--- src/rtl/core/psect_pkg.sv ---
// Shared types and codes for the per-sender event counter table.
package psect_pkg;

  localparam int unsigned SenderW = 22;
  localparam int unsigned CountW  = 32;
  localparam int unsigned SlotW   = 6;
  localparam int unsigned StatusW = 2;

  localparam logic       OpEvent  = 1'b0;
  localparam logic       OpReport = 1'b1;

  localparam logic       KindAck  = 1'b0;
  localparam logic       KindRow  = 1'b1;

  localparam logic       SigFirst = 1'b0;

  localparam logic [StatusW-1:0] StatExisting = 2'd0;
  localparam logic [StatusW-1:0] StatNew      = 2'd1;
  localparam logic [StatusW-1:0] StatFull     = 2'd2;

  typedef struct packed {
    logic [SenderW-1:0] sender;
    logic [CountW-1:0]  first;
    logic [CountW-1:0]  second;
  } entry_t;

  // One result as decided by the head of the ring in the current cycle.
  typedef struct packed {
    logic               fire;
    logic               insert;
    logic               kind;
    logic [StatusW-1:0] status;
    logic [SlotW-1:0]   slot;
    entry_t             entry;
    logic               row_valid;
    logic               last;
  } head_res_t;

  function automatic logic [CountW-1:0] sat_inc(input logic [CountW-1:0] v);
    return (v == {CountW{1'b1}}) ? v : v + CountW'(1);
  endfunction

endpackage

--- src/rtl/core/per_sender_event_counter_table.sv ---
// Per-sender event counter table built as a ring of entry cells.
// Each request turns the ring once, visiting slots at the head in order; busy until it ends.
// Starts are taken only when idle; a result shows the cycle after its slot is at the head.
// An event gives one result, a report a row per used slot back to back, or one empty result.
// Reset clears the fill count and control; cell contents stay undefined until written.
module per_sender_event_counter_table
  import psect_pkg::*;
#(
  parameter int unsigned ENTRIES = 64
) (
  input  logic               clk_i,
  input  logic               rst_ni,
  input  logic               start_i,
  output logic               busy_o,
  input  logic               op_i,
  input  logic [SenderW-1:0] sender_id_i,
  input  logic               signal_kind_i,
  output logic               valid_o,
  output logic               kind_o,
  output logic [StatusW-1:0] status_o,
  output logic [SlotW-1:0]   slot_o,
  output logic [SenderW-1:0] sender_out_o,
  output logic [CountW-1:0]  count_first_o,
  output logic [CountW-1:0]  count_second_o,
  output logic               row_valid_o,
  output logic               last_o
);

  localparam int unsigned CntW = $clog2(ENTRIES + 1);

  typedef enum logic {
    StIdle,
    StRun
  } state_e;

  state_e             state_q;
  logic [CntW-1:0]    step_q;
  logic [CntW-1:0]    used_q;
  logic               done_q;
  logic               op_q;
  logic [SenderW-1:0] sender_q;
  logic               sig_q;
  head_res_t          out_q;
  logic               valid_q;

  entry_t    ring[ENTRIES];
  entry_t    head_wr;
  head_res_t res;
  logic      running;

  assign running = state_q == StRun;

  for (genvar i = 0; i < ENTRIES; i++) begin : g_cell
    entry_t feed;
    if (i == ENTRIES - 1) begin : g_tail
      assign feed = head_wr;
    end else begin : g_mid
      assign feed = ring[i+1];
    end
    psect_cell u_cell (
      .clk_i   (clk_i),
      .shift_i (running),
      .entry_i (feed),
      .entry_o (ring[i])
    );
  end

  psect_head #(
    .ENTRIES (ENTRIES)
  ) u_head (
    .entry_i       (ring[0]),
    .step_i        (step_q),
    .used_i        (used_q),
    .done_i        (done_q),
    .op_i          (op_q),
    .sender_id_i   (sender_q),
    .signal_kind_i (sig_q),
    .entry_o       (head_wr),
    .res_o         (res)
  );

  always_ff @(posedge clk_i or negedge rst_ni) begin
    if (!rst_ni) begin
      state_q <= StIdle;
      step_q  <= '0;
      used_q  <= '0;
      done_q  <= 1'b0;
      valid_q <= 1'b0;
    end else begin
      valid_q <= 1'b0;
      unique case (state_q)
        StIdle: begin
          if (start_i) begin
            state_q <= StRun;
            step_q  <= '0;
            done_q  <= 1'b0;
          end
        end
        StRun: begin
          valid_q <= res.fire;
          if (res.fire && (op_q == OpEvent)) begin
            done_q <= 1'b1;
          end
          if (res.insert) begin
            used_q <= CntW'(used_q + CntW'(1));
          end
          if (step_q == CntW'(ENTRIES - 1)) begin
            state_q <= StIdle;
          end else begin
            step_q <= CntW'(step_q + CntW'(1));
          end
        end
        default: state_q <= StIdle;
      endcase
    end
  end

  // Request fields and the result payload need no reset.
  always_ff @(posedge clk_i) begin
    if (!running && start_i) begin
      op_q     <= op_i;
      sender_q <= sender_id_i;
      sig_q    <= signal_kind_i;
    end
    if (running && res.fire) begin
      out_q <= res;
    end
  end

  assign busy_o         = running;
  assign valid_o        = valid_q;
  assign kind_o         = out_q.kind;
  assign status_o       = out_q.status;
  assign slot_o         = out_q.slot;
  assign sender_out_o   = out_q.entry.sender;
  assign count_first_o  = out_q.entry.first;
  assign count_second_o = out_q.entry.second;
  assign row_valid_o    = out_q.row_valid;
  assign last_o         = out_q.last;

`ifndef SYNTHESIS
  a_used_bound: assert property (@(posedge clk_i) disable iff (!rst_ni)
    used_q <= CntW'(ENTRIES))
    else $error("fill count exceeds table depth");

  a_ack_last: assert property (@(posedge clk_i) disable iff (!rst_ni)
    valid_o && (kind_o == KindAck) |-> last_o && !row_valid_o)
    else $error("event acknowledgement not marked last");

  a_valid_after_busy: assert property (@(posedge clk_i) disable iff (!rst_ni)
    valid_o |-> $past(busy_o))
    else $error("result without a pass in progress");

  a_used_step: assert property (@(posedge clk_i) disable iff (!rst_ni)
    used_q != $past(used_q) |-> used_q == CntW'($past(used_q) + CntW'(1)))
    else $error("fill count changed by other than one");
`endif

endmodule

--- src/rtl/core/psect_cell.sv ---
// One table cell of the ring: holds an entry and passes it on while the ring turns.
module psect_cell
  import psect_pkg::*;
(
  input  logic   clk_i,
  input  logic   shift_i,
  input  entry_t entry_i,
  output entry_t entry_o
);

  entry_t entry_q;

  always_ff @(posedge clk_i) begin
    if (shift_i) begin
      entry_q <= entry_i;
    end
  end

  assign entry_o = entry_q;

endmodule

--- src/rtl/core/psect_head.sv ---
// Head of the ring: sender compare, counter update and result selection.
module psect_head
  import psect_pkg::*;
#(
  parameter int unsigned ENTRIES = 64,
  localparam int unsigned CntW   = $clog2(ENTRIES + 1)
) (
  input  entry_t              entry_i,
  input  logic [CntW-1:0]     step_i,
  input  logic [CntW-1:0]     used_i,
  input  logic                done_i,
  input  logic                op_i,
  input  logic [SenderW-1:0]  sender_id_i,
  input  logic                signal_kind_i,
  output entry_t              entry_o,
  output head_res_t           res_o
);

  logic   occupied;
  logic   match;
  logic   at_end;
  entry_t bumped;
  entry_t fresh;

  assign occupied = step_i < used_i;
  assign match    = occupied && (entry_i.sender == sender_id_i);
  assign at_end   = step_i == CntW'(ENTRIES - 1);

  always_comb begin
    bumped = entry_i;
    if (signal_kind_i == SigFirst) begin
      bumped.first = sat_inc(entry_i.first);
    end else begin
      bumped.second = sat_inc(entry_i.second);
    end
    fresh.sender = sender_id_i;
    fresh.first  = (signal_kind_i == SigFirst) ? CountW'(1) : '0;
    fresh.second = (signal_kind_i == SigFirst) ? '0 : CountW'(1);
  end

  always_comb begin
    entry_o         = entry_i;
    res_o.fire      = 1'b0;
    res_o.insert    = 1'b0;
    res_o.kind      = op_i;
    res_o.status    = StatExisting;
    res_o.slot      = SlotW'(step_i);
    res_o.entry     = entry_i;
    res_o.row_valid = 1'b0;
    res_o.last      = 1'b1;
    if (op_i == OpEvent) begin
      // Slots are visited in order, so reaching the first free slot without a
      // hit proves the sender is new.
      if (!done_i) begin
        priority if (match) begin
          entry_o     = bumped;
          res_o.fire  = 1'b1;
          res_o.entry = bumped;
        end else if (step_i == used_i) begin
          entry_o      = fresh;
          res_o.fire   = 1'b1;
          res_o.insert = 1'b1;
          res_o.status = StatNew;
          res_o.entry  = fresh;
        end else if (at_end) begin
          res_o.fire         = 1'b1;
          res_o.status       = StatFull;
          res_o.slot         = '0;
          res_o.entry.sender = sender_id_i;
          res_o.entry.first  = '0;
          res_o.entry.second = '0;
        end
      end
    end else begin
      if (used_i == '0) begin
        res_o.fire  = step_i == '0;
        res_o.entry = '0;
      end else if (occupied) begin
        res_o.fire      = 1'b1;
        res_o.row_valid = 1'b1;
        res_o.last      = step_i == CntW'(used_i - CntW'(1));
      end
    end
  end

endmodule
--- config.mk ---
export PLATFORM = sky130hd
export DESIGN_NAME = per_sender_event_counter_table
export DESIGN_NICKNAME = d
export VERILOG_FILES = /design/src/rtl/core/psect_pkg.sv /design/src/rtl/core/per_sender_event_counter_table.sv /design/src/rtl/core/psect_cell.sv /design/src/rtl/core/psect_head.sv
export SDC_FILE = /design/constraint.sdc
export NUM_CORES = 2
export LEC_CHECK = 0
export BUFFER_PORTS_ARGS = -buffer_cell sky130_fd_sc_hd__buf_2
export CAP_MARGIN = 40
export CORE_AREA = 2 2 502 704
export CTS_CLUSTER_SIZE = 8
export DETAILED_ROUTE_END_ITERATION = 10
export DIE_AREA = 0 0 504 706
export GPL_ROUTABILITY_DRIVEN = 0
export PLACE_DENSITY = 0.65
export SYNTH_ARGS = -nofsm -noshare
export SYNTH_HDL_FRONTEND = slang
export SYNTH_SLANG_ARGS = --single-unit
--- constraint.sdc ---
create_clock -name clk_i -period 364.9 [get_ports clk_i]
set_input_delay 54.735 -clock clk_i [delete_from_list [all_inputs] [get_ports clk_i]]
set_output_delay 54.735 -clock clk_i [all_outputs]
set_load 0.005 [all_outputs]
== Yosys cells after proc, flatten, opt, wreduce, memory -nomap -nowiden ==
Index checks and enable logic that the tools add are counted.

* Flip-flop bits (word level): 5642
* Memory bits (writable): 0
* Memories kept: 0
* Input port bits: 27
* Output and inout port bits: 99
* Bits in read-only memories: 0
* Bits in latches: 0

* $mul: 0
* Add/subtract/negate cells: 5
* Shift-type cells: 0
* Bitwise operators: 3
* Div/mod/pow operators: 0
* Multiplexer cells: 41
* Magnitude comparators: 1
* Reductions and logical operators: 14
* Equal/unequal tests: 9

{| class="wikitable"
|+ Operators with widths
! kind !! count
|-
| $mux 86 || 8
|-
| $mux 32 || 4
|-
| $mux 94 || 1
|-
| $mux 92 || 1
|-
| $add 32x1->32 const B || 2
|-
| $eq 32x32->1 const B || 2
|-
| $eq 22x22->1 || 1
|-
| $mux 6 || 3
|-
| $mux 1 || 17
|-
| $add 7x1->7 const B || 2
|-
| $eq 7x7->1 || 2
|-
| $logic_not 7->1 || 2
|-
| $mux 7 || 2
|-
| $pmux 7 s2 || 1
|-
| $eq 7x6->1 const B || 1
|-
| $lt 7x7->1 || 1
|-
| $sub 7x1->7 const B || 1
|-
| $reduce_and 2->1 || 3
|-
| $reduce_or 3->1 || 2
|-
| $logic_and 1x1->1 || 4
|-
| $mux 2 || 2
|-
| $ne 2x2->1 const B || 2
|-
| $pmux 1 s2 || 2
|-
| $reduce_or 4->1 || 1
|-
| 4 further kinds || 6
|}

== Depth between registers and ports, before layout ==
* Word-level depth: 9
* Mapped depth: 12
* Depth with buffers taken out: 10

== Modules after synthesis ==
From an unflattened synthesis, not the netlist that was laid out.

* Cells, all modules: 6501
* Area, all modules: 174598.7 um^2

{| class="wikitable"
|+ Modules (own cells, without submodules)
! module !! area an instance (um^2) !! sequential area each (um^2) !! cells each !! times used
|-
| psect_cell || 2582.5 || 2582.5 || 86 || 64
|-
| psect_head || 4879.7 || 0.0 || 804 || 1
|-
| per_sender_event_counter_table || 4440.5 || 4058.9 || 193 || 1
|}

== Least setup slack after synthesis ==
OpenSTA, ideal clock, no wires.

* Path kind: reg2out
* Start point: register state_q (netlist: busy_o)
* End point: output port busy_o
* Setup slack: 198.077 ns
* Path buffers: 0
* Required time: 310.165 ns
* Data arrival time: 112.088 ns
* Cell stages (with the launch flop): 1
* Cells stage by stage: dfrtp_1

{| class="wikitable"
|+ RTL lines
! item !! line !! text
|-
| from (decl) || per_sender_event_counter_table.sv:36 || <nowiki>state_e state_q;</nowiki>
|-
| from (signal assigned) || per_sender_event_counter_table.sv:84 || <nowiki>state_q <= StIdle;</nowiki>
|-
| from (signal assigned) || per_sender_event_counter_table.sv:94 || <nowiki>state_q <= StRun;</nowiki>
|-
| from (signal assigned) || per_sender_event_counter_table.sv:108 || <nowiki>state_q <= StIdle;</nowiki>
|-
| to (decl) || per_sender_event_counter_table.sv:14 || <nowiki>output logic busy_o,</nowiki>
|}

No word-level cell between the ends.

== Worst setup path in the final report ==
* Start point: register state_q (netlist: busy_o)
* End point: output port busy_o

No word-level cell between the ends.

==> summary.md <==
| Metric | Value |
|---|---|
| Leak Pwr | `0.0727 uW` |
| Synth Instances | `6521` |
| Clock sinks | `5642` |
| Worst skew pair latency | `1.07 ns` |
| Critical path required time | `310.16 ns` |
| Area grow syn2layout | `16.8%` |
| DRC | `0` |
| Main synth FF type | `edfxtp_1` |
| Post-DP HPWL | `119000 um` |
| FF+latch count, synth | `5642` |
| CP top delay family | `flip-flops` |
| Slowest cell on the critical path | `dfrtp_4` |
| Fin crit share | `15.5%` |
| Vias in the first global route | `64609` |
| Starting density of the core | `49.8%` |
| CTS max path bufs | `4` |
| Highest Clock Rate | `17.6 MHz` |
| Post-Syn Area per Cell | `26.7 sq um` |
| Root Buffer | `clkbuf_16` |
| TritonCTS clock tree | `yes` |
| Final Max Tran Viols | `0` |
| Nets | `7544` |
| Slew @ Worst Pin | `1.18 ns` |
| Synth warn | `0` |
| Library cells used by synthesis | `56` |
| Crit Path Max Fanout | `32` |
| Die area | `356000 sq um` |
| Rel. slew slack | `21.1%` |
| Initial antenna violation count | `18` |
| Worst path cell trace | `buf_2` |
| Setup TNS Final | `0 ns` |
| GRT Util Overall | `13.9%` |
| Die Wd | `504 um` |
| Routed wire length | `252000 um` |
| PostCTS Resize Cnt | `0` |
| Port Buffer Count | `125` |
| CP peak stage delay | `0.74 ns` |
| Buf+Inv Stages, Crit Path | `1` |
| H-tree depth | `6` |
| Max VDD drop | `6.17 uV` |
| Post-CTS Setup Bufs | `0` |
| Final Hold Viols | `0` |
| GR Overflow Total | `0` |
| Die height | `706 um` |
| Global-route wire length before repair | `388000 um` |
| Setup violators final | `0` |
| Setup CP Type | `flop to output pin` |
| I/O Pins | `126` |
| Via count | `63075` |
| Critical Path Start Type | `flop` |
| Crit path DAT | `1.98 ns` |
| Clock skew | `0.0742 ns` |
| Cell Pwr Density | `9.91 nW/um^2` |
| Final Instance Count excl. Fillers | `12260` |
| Async SR Flop Fraction | `0.301%` |
| Core footprint | `349000 sq um` |
| Worst hold slack | `0.350 ns` |
| Setup crit end kind | `output pin` |
| Floorplan row count | `257` |
| Via density | `5.14` |
| Synth Net Count | `6562` |
| Largest net degree at the start of global routing | `217` |
| Max-cap violations | `0` |
| Run status | `finished, final reports clean` |
| EDFF count, synth | `5625` |
| Cell Area, Synth | `174000 sq um` |
| TritonCTS Buffers | `777` |
| Placed insts | `11385` |
| Clk pin slew, worst setup/hold paths | `0.05 ns` |
| Period minus WS final | `56.71 ns` |
| Iteration-0 DRC Markers | `7280` |
| Hold WC Path Type | `flop to flop` |
| Layout cell share with drive strength beyond 1 | `14.9%` |
| RSZ-0062 raised after global routing | `false` |
| DR WL/cell | `20.6 um` |
| DR pass1 iterations | `8` |
| Register area share after synthesis | `97.3%` |
| Antenna-violating nets left | `0` |
| Hold-fix buffers at CTS | `0` |
## layout by cell type, fill, tap and decap left out, types with 14 or more instances in the layout
master     synthesis  routed
a31oi_1           21      21
edfxtp_1        5625    5625
xnor2_1           33      33
dfrtp_1           17      16
ha_1              14      14
nor2_1            64      62
clkbuf_1          50      26
inv_1             38      37
buf_2              5     129
o31ai_1           34      33
buf_4              2      85
o21ai_0          178     177
clkbuf_16          0     784
nand3_1           63      61
nand2_1          156     156
a21oi_1           33      33
nand4_1           35      35
buf_16             0      32
nor3_1            23      23
clkinv_16          0      35
and3_1            16      16
## per-layer routing
layer / global-route usage (%) / up-vias / routed length [um]
li1: - / 27971 / -
met3: 3.31 / 579 / 16300
met4: 5.00 / 0 / 7020
met2: 19.4 / 1977 / 110000
met5: 0 / - / 0
met1: 21.6 / 32548 / 119000
## final timing paths
check	from	end	slack [ns]	cells past startpoint
setup / recovery	busy_o	busy_o	308.19	1
hold / removal	g_cell[23].u_cell.entry_o[79]	g_cell[22].u_cell.entry_o[79]	0.35	0
setup reg to reg	busy_o	g_cell[19].u_cell.entry_o[28]	358.36	10
hold reg to reg	g_cell[23].u_cell.entry_o[79]	g_cell[22].u_cell.entry_o[79]	0.35	0
max in group asynchronous	rst_ni	busy_o	310.92	1
min in group asynchronous	rst_ni	used_q[2]	53.61	1
## power breakdown
part	leakage (uW)	total (uW)	switching, uW	internal, uW
Clock	0.0102	630	250	379
Sequential	0.0591	1290	115	1170
Combinational	0.00334	98.2	77.4	20.8
Total	0.0727	2020	443	1570
## per-stage QoR
step | setup WS, ns | power [uW] | area (sq um) | utilization, %
6_report | 308.19 | 2020 | 203000 | 58.2
5_1_grt | 308.00 | 2110 | 203000 | 58.2
4_1_cts | 307.98 | 2050 | 203000 | 58.2
3_5_place_dp | 308.96 | 1390 | 182000 | 52.2
3_3_place_gp | 309.05 | 1380 | 181000 | 51.9
2_1_floorplan | 198.08 | 1850 | 174000 | -
## final cells by class
cell class / instances / area [sq um]
clock buffers: 810 / 19700
inverters: 40 / 150
clock inverters: 60 / 1370
repair buffers: 262 / 2460
diodes: 4 / 10.0
multi-input cells: 780 / 4430
flip-flops and latches: 5642 / 169000
well taps: 4662 / 5830
fillers: 23912 / 146000
## cell families after synthesis
group	after synthesis	share of synthesized area, %
compound gates	290	0.953
xor+xnor	42	0.211
fa+ha+maj	14	0.101
buf+inv	99	0.221
flops	5642	97.3
mux	4	0.0237
simple gates	430	1.22
## synth_stat cells, types with 3 or more instances
cell | instances | share of area (%)
a41oi_1 | 5 | 0.025
buf_2 | 5 | 0.014
clkbuf_1 | 50 | 0.11
dfrtp_1 | 17 | 0.24
o31ai_1 | 34 | 0.15
edfxtp_1 | 5625 | 97
ha_1 | 14 | 0.10
nand3_1 | 63 | 0.18
and4_1 | 7 | 0.035
nor2b_1 | 11 | 0.040
or4_1 | 4 | 0.017
nand2b_1 | 3 | 0.011
o21ai_0 | 178 | 0.51
xor2_1 | 9 | 0.045
inv_1 | 38 | 0.082
a21oi_1 | 33 | 0.095
or3_1 | 9 | 0.032
and2_1 | 4 | 0.014
nor4_1 | 13 | 0.047
nand4_1 | 35 | 0.13
nand2_1 | 156 | 0.34
nor3_1 | 23 | 0.066
a31oi_1 | 21 | 0.075
nand4b_1 | 4 | 0.020
mux2i_1 | 3 | 0.017
xnor2_1 | 33 | 0.17
and3_1 | 16 | 0.058
nand3b_1 | 4 | 0.017
a21o_1 | 4 | 0.017
or2_2 | 4 | 0.014
nor2_1 | 64 | 0.14
## state kept, by name, summed over array words and instances, names as in the netlist, 2 cells and up
| register | cells |
|---|---|
| g_cell.u_cell.entry_o | 5504 |
| count_first_o | 32 |
| count_second_o | 32 |
| sender_out_o | 22 |
| sender_q | 22 |
| step_q | 7 |
| used_q | 7 |
| slot_o | 6 |
| status_o | 2 |
Note: power is estimated with default switching activity, not from simulation.
